<file path="config.mk">
export PLATFORM = sky130hd
export DESIGN_NAME = gc3_rsp_fifo
export DESIGN_NICKNAME = d
export VERILOG_FILES = /design/src/rtl/gc3_pkg.sv /design/src/rtl/gc3_rsp_fifo.sv
export SDC_FILE = /design/constraint.sdc
export NUM_CORES = 1
export LEC_CHECK = 0
export BUFFER_PORTS_ARGS = -buffer_cell sky130_fd_sc_hd__buf_2
export CELL_PAD_IN_SITES_DETAIL_PLACEMENT = 1
export CELL_PAD_IN_SITES_GLOBAL_PLACEMENT = 1
export CORE_ASPECT_RATIO = 0.75
export CORE_MARGIN = 2
export CORE_UTILIZATION = 40
export CTS_CLUSTER_DIAMETER = 30
export DETAILED_ROUTE_END_ITERATION = 16
export PLACE_DENSITY_LB_ADDON = 0.1
export SKIP_LAST_GASP = 1
export SYNTH_ARGS = -nofsm -noshare
export SYNTH_HDL_FRONTEND = slang
export SYNTH_SLANG_ARGS = --single-unit
</file>
<file path="constraint.sdc">
create_clock -name clock -period 4.1 [get_ports clock]
set_clock_uncertainty 0.1 [all_clocks]
set_input_delay 0.205 -clock clock [delete_from_list [all_inputs] [get_ports clock]]
set_output_delay 0.205 -clock clock [all_outputs]
set_load 0.05 [all_outputs]
</file>
<file path="src/rtl/gc3_pkg.sv">
// Shared types and constants of the 3x3 Gaussian blur filter.
`default_nettype none

package gc3_pkg;

   localparam int PIXEL_WIDTH   = 8;
   localparam int ROW_WIDTH     = 12;
   localparam int OUT_COL_WIDTH = 10;
   localparam int CFG_WIDTH_W   = 11;
   localparam int CSR_DATA_W    = 12;
   localparam int CSR_INDEX_W   = 1;
   localparam int SUM_WIDTH     = 12;

   // Response queue sizing.
   localparam int RSP_DEPTH       = 8;
   localparam int RSP_PTR_WIDTH   = 3;
   localparam int RSP_COUNT_WIDTH = 4;

   // Request opcodes.
   localparam logic OP_PIXEL = 1'b0;
   localparam logic OP_DRAIN = 1'b1;

   // Register indexes.
   localparam logic [CSR_INDEX_W-1:0] CSR_IMAGE_WIDTH  = 1'b0;
   localparam logic [CSR_INDEX_W-1:0] CSR_IMAGE_HEIGHT = 1'b1;

   typedef struct packed {
      logic                   op;
      logic [PIXEL_WIDTH-1:0] pixel;
   } req_type;

   typedef struct packed {
      logic [PIXEL_WIDTH-1:0]   filtered;
      logic [ROW_WIDTH-1:0]     out_row;
      logic [OUT_COL_WIDTH-1:0] out_column;
      logic                     last;
      logic                     frame_done;
   } rsp_type;

   // Pushes into the response queue; the second is only used with the first.
   typedef struct packed {
      logic first;
      logic second;
   } rsp_push_type;

endpackage

`default_nettype wire

</file>
<file path="src/rtl/gc3_rsp_fifo.sv">
// Response queue that takes up to two responses per cycle and gives out one.
`default_nettype none

module gc3_rsp_fifo
   import gc3_pkg::*;
(
   input  wire logic                       clock,
   input  wire logic                       reset,
   input  wire rsp_push_type               push,
   input  wire rsp_type                    push_data0,
   input  wire rsp_type                    push_data1,
   output logic [RSP_COUNT_WIDTH-1:0]      count,
   output logic                            rsp_valid,
   input  wire logic                       rsp_ready,
   output rsp_type                         rsp_data
);

   rsp_type                      entry_ff [RSP_DEPTH];
   logic [RSP_PTR_WIDTH-1:0]     head_ff, head_in;
   logic [RSP_PTR_WIDTH-1:0]     tail_ff, tail_in;
   logic [RSP_COUNT_WIDTH-1:0]   count_ff, count_in;
   logic                         pop;
   logic [RSP_PTR_WIDTH-1:0]     tail_next;

   assign pop       = rsp_valid && rsp_ready;
   assign tail_next = tail_ff + RSP_PTR_WIDTH'(1);

   always_comb begin
      head_in  = pop ? head_ff + RSP_PTR_WIDTH'(1) : head_ff;
      tail_in  = tail_ff;
      count_in = count_ff;
      if (push.first && push.second) begin
         tail_in = tail_ff + RSP_PTR_WIDTH'(2);
      end else if (push.first) begin
         tail_in = tail_next;
      end
      count_in = count_ff + RSP_COUNT_WIDTH'(push.first) + RSP_COUNT_WIDTH'(push.second)
                 - RSP_COUNT_WIDTH'(pop);
   end

   always_ff @(posedge clock) begin
      if (reset) begin
         head_ff  <= '0;
         tail_ff  <= '0;
         count_ff <= '0;
      end else begin
         head_ff  <= head_in;
         tail_ff  <= tail_in;
         count_ff <= count_in;
      end
   end

   always_ff @(posedge clock) begin
      if (push.first) begin
         entry_ff[tail_ff] <= push_data0;
      end
      if (push.first && push.second) begin
         entry_ff[tail_next] <= push_data1;
      end
   end

   assign count     = count_ff;
   assign rsp_valid = (count_ff != '0);
   assign rsp_data  = entry_ff[head_ff];

endmodule

`default_nettype wire

</file>
; ---- Word-level counts from Yosys, hierarchy flattened
; Memory sizes are Yosys's and may differ from the RTL's. A register that Yosys moved wholly into a read port is not among the register bits.
; Index checks and enable logic that the tools add are counted.
[totals]
inputBits = 69
memories = 1
ramBits = 256
out_inout_bits = 37
reg_bits = 10
word_cells = 22
latchBits = 0
mem_bits_ro = 0
[op_classes]
mux = 8
shift = 0
reduce_logical = 4
order_cmp = 0
div = 0
n_addsub = 6
multipliers = 0
bitwise = 0
n_eq_ne = 0
[mem_list]
columns = memory, depth, word_bits, rd, rd_ports_with_merged_regs, wr, line_no
row1 = entry_ff, 8, 32, 1, 1, 2, gc3_rsp_fifo.sv:18  ; rsp_type entry_ff [RSP_DEPTH];
[ops]
columns = operator, count
row1 = two-way mux 3 bit, 4
row2 = adder 4 x 1 -> 4 bit, 2
row3 = "adder 3 x 1 -> 3 bit, second input constant", 2
row4 = two-way mux 1 bit, 4
row5 = nonzero test 4 bit, 1
row6 = subtractor 4 x 1 -> 4 bit, 1
row7 = "adder 3 x 2 -> 3 bit, second input constant", 1
row8 = logical AND 1 bit, 2
row9 = nonzero test 2 bit, 1

; ---- Logic depth before layout (Yosys ltp)
; Gate-level depths: netlist (run 1).
[logic_depth]
depth_word = 4
mapped_depth = 9
depth_no_buf = 9

; ---- Least setup slack after synthesis (run 1)
; No wires, ideal clock.
[synth_path]
path_kind = register to register
start = register tail_ff[1]
end = memory entry_ff[1][0] (netlist name) (enable)
arrival_ns = 2.336
synth_period_minus_slack_ns = 2.826
slack_ns = 1.274
path_buffers = 3
stages_incl_launch_ff = 7
setup_ns = 0.389
required_ns = 3.611
path_cell_list = dfxtp_1 ha_1 clkbuf_1 or4_1 clkbuf_1 buf_2 nand2_1
[synth_rtl]
columns = element, line_no
row1 = start: declaration, gc3_rsp_fifo.sv:20  ; logic [RSP_PTR_WIDTH-1:0] tail_ff, tail_in;
row2 = start signal: assignment, gc3_rsp_fifo.sv:48  ; tail_ff <= tail_in;
row3 = end: declaration, gc3_rsp_fifo.sv:18

==> reports/summary.txt, run 1 <==
Status - finished, final reports clean
Layout cells sized above 1 - 57.44%
Post-Syn Instances - 756
Clk_lat worst skew - 0.54 ns
Worst-path clk slew - 0.05 ns
Async set-reset flop share out of synthesis - 0%
Crit Reg-Reg Startpoint - tail_ff[0]$_SDFFE_PP0P_
Commonest non-fill, non-tap cell in the layout - mux2_2
Largest net degree at the start of global routing - 33
Hold WC Path Type - primary input to flip-flop
Most frequent cells in the layout - 259 x mux2_2, 256 x edfxtp_1, 105 x buf_2, 89 x dlygate4sd3_1, 69 x clkbuf_16
Top_reg_cell synth - edfxtp_1
Synth Warn # - 0
Multiplexer share of the synthesized area - 35.34%
Startpoint types - flip-flop
Worst hold start - push_data0[28]
Main combinational cell family by area after synthesis - multiplexers
Port-buffer cells - 105
Max H-tree Level - 3
CP max stage cell - nor2_4
Finish-stage setup viols - 0
Worst EP arrival - 3.83 ns
Mapped Nets - 836
Max clock buf depth - 3
Mapped Area - 13560 um2
Placer Congestion - 0.7188
Post-place setup slack - 1.010 ns
Drt initial violations - 491
PwrDens - 585.7 nW/um2
CP Capture Type - flip-flop
XOR/XNOR share of the synthesized area - 0.3229%
Area grow syn2layout - 31.64%
MaxCap Viol Count - 0
#FFs+latches synth - 269
Number of global-route vias before repair - 9187
CP Class - flip-flop to flip-flop
Clock sinks - 269
Worst Setup SP - tail_ff[0]$_SDFFE_PP0P_
CORE AREA - 33450 um2
GRT Total Usage - 21.97%
Setup tns final - 0 ns
Worst Path Required - 4.29 ns
First-pass GRT wire length - 57110 um
DR pass1 iterations - 4
Post-synth cell types - 32
Fmax - 274.2 MHz
I/O pins - 106
Final worst slack - 0.4534 ns
Routed WL per cell - 25.13 um
Initial Utilization - 40.54%
Root Driver - clkbuf_16
Slew headroom - 22.57%
Tcrit/Tclk final - 88.94%
Tmin final - 3.647 ns
FF-to-FF setup slack - 0.45 ns
Final wirelength - 37490 um
HPWL after DPL - 21560 um
Final hold viol count - 0
Register area share after synthesis - 58.60%
Fin nets - 1074
Final Max Slew Viols - 0
Detail Route Antenna Nets - 0
Antenna violations before repair - 2
Die area - 35410 um2
Overall Power - 0.01046 W
Post-synth EDFFs - 256
Global-route congestion overflow total - 0
Vias/cell - 5.374
Die W - 216.6 um
CP cell instances - ha_1 -> nand4b_1 -> nor2_4 -> buf_4 -> mux2_2 -> dlygate4sd3_1
CTS tree - done
Leak Pwr - 6.294 nW
Simple-Gate Fraction of Synth Area - 1.504%
Synth Area in Adders - 1.126%
DR vias - 8018
Mean Syn Cell Area - 17.94 um2
# DRC - 0
Worst slew pin tran - 1.161 ns
Chip height - 163.5 um
RSZ-0062 raised after global routing - no
Cell row count - 58
CTS buffer count - 66
Synth Area in Compound Gates - 1.024%
CP peak stage delay - 0.61 ns
Crit-path max FO - 18
Worst vdd rail ir drop - 0.0003205 V
[critical path: cells and delay by family (launching register included)]
kind          cells  cell delay [ns]
fa+ha+maj         1             0.42
buf+inv           2             1.01
flops             1             0.56
mux               1             0.37
simple gates      2             0.91
[path summary, 6_finish.rpt]
check / depth (start not counted) / endpoint
max: 6 / entry_ff[7][7]$_DFFE_PP_
min: 2 / entry_ff[3][28]$_DFFE_PP_
max reg2reg: 6 / entry_ff[7][7]$_DFFE_PP_
min reg2reg: 2 / flip-flop
[metrics by stage]
step	utilization (%)	hold slack (ns)	std cells	area, um2
after global placement	44.00	0.3846	1287	14720
after detailed placement	44.00	0.4153	1287	14720
after CTS	53.35	0.0006230	1491	17850
after floorplan	-	0.2906	756	13560
final	53.36	0.02254	1492	17850
after global routing	53.36	0.01922	1492	17850
[cells in the mapped netlist, types with 2 or more instances]
cell type	count	area share, %
or4_1	3	0.17
nand3_1	4	0.15
ha_1	9	0.83
nand2_1	6	0.17
mux2_4	29	3.2
nor2b_1	2	0.092
a21oi_1	8	0.30
nand2b_1	2	0.092
fa_1	2	0.30
nor3b_1	2	0.11
or3_1	2	0.092
inv_1	10	0.28
dfxtp_1	13	1.9
mux2_2	259	22
xnor2_1	3	0.19
clkbuf_1	15	0.42
buf_2	30	1.1
a31o_2	3	0.19
mux4_2	64	11
nor3_2	2	0.15
xor2_1	2	0.13
nor2_1	10	0.28
buf_6	3	0.25
o21ai_0	7	0.26
edfxtp_1	256	57
a21o_1	4	0.22
[state kept, by name (all words and copies together) (netlist names), named ones only]
signal / count
entry_ff: 256
count: 4
tail_ff: 3
head_ff: 3
[kinds of logic (layout without fill, tap and decap cells)]
family,count (synthesis),after routing
compound gates,23,23
xor+xnor,5,5
fa+ha+maj,11,11
buf+inv,59,344
flops,269,269
mux,352,352
other cells,0,1
simple gates,37,37
[power breakdown]
group          switching (W)  total (W)  internal, W
clock                0.00153    0.00527      0.00374
combinational        0.00111    0.00186     0.000750
sequential          0.000135    0.00333      0.00320
total                0.00277     0.0105      0.00769
[cell type report]
cell class | count | area, um2
flip-flops and latches | 269 | 7956
repair buffers | 219 | 1667
clock inverters | 35 | 450.4
inverters | 10 | 37.54
clock buffers | 80 | 1788
fillers | 3064 | 15600
diodes | 1 | 2.502
multi-input cells | 428 | 5388
well taps | 450 | 563.0
[layer usage]
metal  vias up  routed length (um)  part of all wire, %  GRT usage, %
li1       3574                   -                    -             -
met1      4193               17140                   46         29.57
met2       185               18020                   48         35.98
met3        64                1510                  4.0         4.339
met4         2                 809                  2.2         7.005
met5         -                  13                0.035             0
[timing repair]
item | CTS | global route
hold buffers | 89 | 0
setup buffers | 0 | 0
endpoints found under the hold margin | 226 | 0
resized for setup | 0 | 0
Power figures use the tool's default switching activity.
==> run 2, diff against run 1 <==
Settings changed: REMOVE_ABC_BUFFERS from default to 1.
==> reports/summary.txt, run 2 (synthesis gave the netlist of run 1 again) <==
Port-buffer cells - 105
Drt initial violations - 385
Worst path most repeated cell - buf_4
CTS tree - done
Clk_lat worst skew - 0.58 ns
Worst EP arrival - 3.87 ns
Clock power frac - 48.9%
Hold Buf Count CTS - 99
Switch share - 27.16%
Final wirelength - 36840 um
Worst Hold Depth - 3
Finish-stage setup viols - 0
DR pass1 iterations - 4
PwrDens - 571.9 nW/um2
Sequential share of power - 33.0%
Chip height - 163.5 um
# DRC - 0
Layout cells sized above 1 - 56.91%
Leak Pwr - 6.219 nW
Post-CTS sizing - 0
RSZ-0062 raised after global routing - no
Final core utilization - 52.97%
Hold WC Path Type - primary input to flip-flop
CTS buffer count - 60
Root Driver - clkbuf_16
Pint - 0.007381 W
DR vias - 7979
Die W - 216.6 um
Fin nets - 1073
Overall Power - 0.01013 W
CP max stage cell - xnor2_1
Largest net degree at the start of global routing - 38
CP Capture Type - flip-flop
Final Hold Slack - 0.03714 ns
HPWL after DPL - 20340 um
Ant. Diodes - 0
Worst vdd rail ir drop - 0.0003745 V
Number of global-route vias before repair - 9197
Final Max Slew Viols - 0
Worst reg2reg path depth - 7
Global-route congestion overflow total - 0
Area grow syn2layout - 30.67%
Most frequent cells in the layout - 259 x mux2_2, 256 x edfxtp_1, 105 x buf_2, 99 x dlygate4sd3_1, 64 x mux4_2
Crit-path max FO - 17
MaxCap Viol Count - 0
Max reg flops - 256
Routed WL per cell - 24.69 um
Detail Route Antenna Nets - 0
Worst slew pin tran - 1.162 ns
CP peak stage delay - 0.62 ns
Setup tns final - 0 ns
Worst Path Required - 4.30 ns
I/O pins - 106
Vias/cell - 5.348
Fmax - 273.0 MHz
Initial Utilization - 40.54%
Die area - 35410 um2
Max H-tree Level - 2
CORE AREA - 33450 um2
GRT Total Usage - 21.39%
Status - finished, final reports clean
Placer Congestion - 0.7333
First-pass GRT wire length - 56250 um
Most flop-heavy register - entry_ff
Tcrit/Tclk final - 89.35%
P_sw - 0.002752 W
CP Class - flip-flop to flip-flop
Tmin final - 3.663 ns
CP cell instances - ha_1 -> xnor2_1 -> or4_2 -> buf_4 -> buf_4 -> mux2_4 -> dlygate4sd3_1
Max clock buf depth - 3
Antenna violations before repair - 0
Final hold viol count - 0
Post-CTS setup buffers - 0
Worst-path clk slew - 0.05 ns
Clock sinks - 269
Startpoint types - flip-flop
Cell row count - 58
Combinational power share - 18.1%
Commonest non-fill, non-tap cell in the layout - mux2_2
Slew headroom - 22.55%
## run 2: through the flow
step | std cells | cell area, um2 | setup WS (ns)
after CTS | 1492 | 17720 | 0.4842
after floorplan | 707 | 13320 | 0.02593
after global routing | 1492 | 17720 | 0.3512
after detailed placement | 1282 | 14630 | 0.9347
after global placement | 1282 | 14630 | 1.068
final | 1492 | 17720 | 0.4367
## run 2: worst max-delay path, delay by kind of cell, from the launching register on
family,cells,cell delay [ns]
XOR/XNOR,1,0.62
adder cells (fa/ha/maj),1,0.32
buffers and inverters,3,1.32
flip-flops,1,0.42
multiplexers,1,0.34
AND/OR/NAND/NOR,1,0.24
## run 2: power by group through the flow
stage	Sequential (W)	Clock [W]	Combinational, W
after global routing	0.00337	0.00517	0.00195
after floorplan	0.00342	0	0.00122
final	0.00334	0.00495	0.00184
after CTS	0.00335	0.00503	0.00185
after detailed placement	0.00340	0	0.00176
after global placement	0.00339	0	0.00171
## run 2: final timing paths
| check | start | endpoint | slack, ns |
|---|---|---|---|
| worst min register to register | head_ff[0]$_SDFFE_PP0P_ | flip-flop | 0.42 |
| worst max register to register | tail_ff[0]$_SDFFE_PP0P_ | entry_ff[5][24]$_DFFE_PP_ | 0.44 |
| worst min-delay path | push[0] | tail_ff[1]$_SDFFE_PP0P_ | 0.04 |
| worst max-delay path | tail_ff[0]$_SDFFE_PP0P_ | entry_ff[5][24]$_DFFE_PP_ | 0.44 |
## run 2: layout make-up
type | count | area, um2
clock buffers | 69 | 1556
clock inverters | 42 | 540.5
fillers | 3102 | 15730
inverters | 10 | 37.54
multi-input cells | 428 | 5388
flip-flops and latches | 269 | 7956
well taps | 450 | 563.0
repair buffers | 224 | 1679
## run 2: layer usage
metal / GRT usage, % / routed length [um]
met1: 26.94 / 15940
met2: 37.65 / 18660
met3: 4.022 / 1462
met4: 6.320 / 785
met5: 0 / 0
==> run 3, diff against run 2 <==
Settings changed: ABC_AREA from default to 1, CORE_ASPECT_RATIO 0.75 to 0.9.
==> reports/summary.txt, run 3 <==
CP max stage cell - buf_4
Final Max Slew Viols - 0
Port-buffer cells - 105
Area grow syn2layout - 25.07%
CTS tree - done
GRT Total Usage - 29.12%
Chip height - 192.7 um
RSZ-0062 raised after global routing - no
CP peak stage delay - 0.69 ns
Leak Pwr - 9.358 nW
Clock sinks - 269
Fmax - 314.8 MHz
Detail Route Antenna Nets - 0
# DRC - 0
Root Driver - clkbuf_16
Fillers - 4686
Tmin final - 3.176 ns
CORE AREA - 39280 um2
Clock power frac - 50.9%
MaxCap Viol Count - 0
HPWL after DPL - 30000 um
Tcrit/Tclk final - 77.47%
I/O pins - 106
Final Non-Filler Cells - 2771
Post-synth cell types - 21
Placer Congestion - 0.7867
Pint - 0.008284 W
Antenna violations before repair - 3
Global Route met2 Usage - 51.25%
Global-route congestion overflow total - 0
Worst slew pin tran - 1.203 ns
Register area share after synthesis - 50.24%
Max H-tree Level - 3
CP Capture Type - flip-flop
Post-place setup slack - 1.228 ns
Final worst slack - 0.9236 ns
Fin area - 19790 um2
Startpoint types - flip-flop
Hold WC Path Type - primary input to flip-flop
Commonest cells post-synth - 1147 x nand2_1, 296 x nand3_1, 256 x edfxtp_1, 87 x inv_1, 60 x buf_2
Switch share - 32.75%
Worst R2R End - entry_ff[7][9]$_DFFE_PP_
DR vias - 14700
Most frequent cells in the layout - 1139 x nand2_1, 296 x nand3_1, 256 x edfxtp_1, 105 x buf_2, 100 x dlygate4sd3_1
Met1 usage - 36.31%
FF-to-FF setup slack - 0.92 ns
Slew headroom - 19.47%
Clk_lat worst skew - 0.58 ns
Fin nets - 2253
Max reg flops - 256
Final wirelength - 58290 um
Worst EP arrival - 3.52 ns
Status - finished, final reports clean
Setup tns final - 0 ns
Post-synth EDFFs - 256
PwrDens - 622.6 nW/um2
Overall Power - 0.01232 W
CTS buffer count - 83
Largest net degree at the start of global routing - 129
Final hold viol count - 0
First-pass GRT wire length - 89620 um
Mapped Area - 15820 um2
Mean Syn Cell Area - 7.743 um2
Sequential share of power - 26.3%
Crit path to - entry_ff[7][9]$_DFFE_PP_
Most used routing layer - met2
Worst reg2reg path depth - 7
Worst Setup SP - tail_ff[1]$_SDFFE_PP0P_
Routed WL per cell - 21.04 um
Vias/cell - 5.305
DP Area - 16030 um2
Finish-stage setup viols - 0
Most flop-heavy register - entry_ff
Combinational power share - 22.8%
Synth top area share - 48.60%
CP Class - flip-flop to flip-flop
Area leader, netlist - edfxtp_1
Top post-synthesis cells by area - edfxtp_1 49%, nand2_1 27%, nand3_1 9.4%
Post-Syn Instances - 2043
Async set-reset flop share out of synthesis - 0%
Drt initial violations - 906
Cell row count - 69
Worst-path clk slew - 0.04 ns
P_sw - 0.004034 W
Crit Reg-Reg Startpoint - tail_ff[1]$_SDFFE_PP0P_
Top-count cell post-synth - nand2_1
Die W - 213.6 um
Top_reg_cell synth - edfxtp_1
Met3 Track Usage GR - 4.866%
Worst vdd rail ir drop - 0.0003718 V
Commonest non-fill, non-tap cell in the layout - nand2_1
Worst Path Required - 4.45 ns
CP cell instances - ha_1 -> inv_1 -> nor2_4 -> buf_4 -> nand3_1 -> nand2_1 -> dlygate4sd3_1
Max clock buf depth - 3
Initial Utilization - 40.27%
Synth Warn # - 0
#FFs+latches synth - 269
Number of global-route vias before repair - 15540
DR pass1 iterations - 5
Die area - 41160 um2
Layout cells sized above 1 - 12.96%
Crit-path max FO - 50
DP Cell Count - 2520
==> run 3: cell types whose count changed in the layout (fill, tap and decap cells not counted), moves of 10 or more <==
| cell | delta |
|---|---|
| nand3_1 | +292 |
| buf_4 | +12 |
| clkinv_1 | +10 |
| inv_1 | +75 |
| mux4_2 | -64 |
| mux2_4 | -29 |
| clkbuf_16 | +24 |
| mux2_2 | -259 |
| nand2_1 | +1135 |
==> run 3: power by group through the flow <==
| stage | registers, W | logic [W] | clock network [W] |
|---|---|---|---|
| 6_report | 0.00324 | 0.00281 | 0.00627 |
| 2_1_floorplan | 0.00343 | 0.00166 | 0 |
| 3_3_place_gp | 0.00328 | 0.00267 | 0 |
| 3_5_place_dp | 0.00328 | 0.00272 | 0 |
| 4_1_cts | 0.00324 | 0.00283 | 0.00633 |
| 5_1_grt | 0.00325 | 0.00309 | 0.00647 |
==> run 3: worst min path at each step <==
| stage | cells after the start | slack (ns) | start | end |
|---|---|---|---|---|
| after detailed placement | 2 | 0.39 | head_ff[1]$_SDFFE_PP0P_ | flip-flop |
| after global routing | 3 | 0.42 | reset | flip-flop |
| after floorplan | 1 | 0.17 | reset | count[0]$_SDFF_PP0_ |
| final | 3 | 0.38 | reset | flip-flop |
| after global placement | 2 | 0.38 | head_ff[1]$_SDFFE_PP0P_ | flip-flop |
| after CTS | 3 | 0.36 | reset | flip-flop |
==> run 3: area by class of cell <==
class	count	area [um2]	area share [%]
clock buffer	97	2212	11.18
antenna	2	5.005	0.02530
timing repair buffer	238	1799	9.094
tap	532	665.6	3.364
clock inverter	52	539.3	2.726
sequential	269	7954	40.20
multi-input combinational	1493	6275	31.71
inverter	88	335.3	1.695
==> run 3: per-stage QoR <==
step	util, %	hold slack, ns
after detailed placement	40.80	0.3946
after CTS	50.36	0.3611
after floorplan	-	0.1717
after global placement	40.80	0.3785
final	50.37	0.3760
after global routing	50.36	0.4224
==> run 3: layer usage <==
layer / share of wire, % / vias to the layer above
met3: 5.1 / 112
met4: 2.3 / 2
met1: 43 / 7358
li1: - / 6787
met2: 50 / 440
met5: 0.026 / -
==> run 3: logic make-up after synthesis <==
logic type | Yosys count | share of synthesized area, %
AO/OA/AOI/OAI | 19 | 0.6169
XOR/XNOR | 1 | 0.05538
adder cells (fa/ha/maj) | 11 | 0.9650
buffers and inverters | 281 | 10.98
flip-flops | 269 | 50.24
AND/OR/NAND/NOR | 1462 | 37.14
==> run 3: timing repair <==
action / 4_1_cts / 5_1_grt
gates resized for setup: 0 / 0
hold buffers: 100 / 0
hold endpoints to repair: 268 / 0
buffers inserted: 0 / 0
==> run 3: worst max-delay path: cells and delay by family (launching register included) <==
kind / cells / cell delay, ns
flip-flops: 1 / 0.34
AND/OR/NAND/NOR: 3 / 0.70
adder cells (fa/ha/maj): 1 / 0.45
buffers and inverters: 3 / 1.42
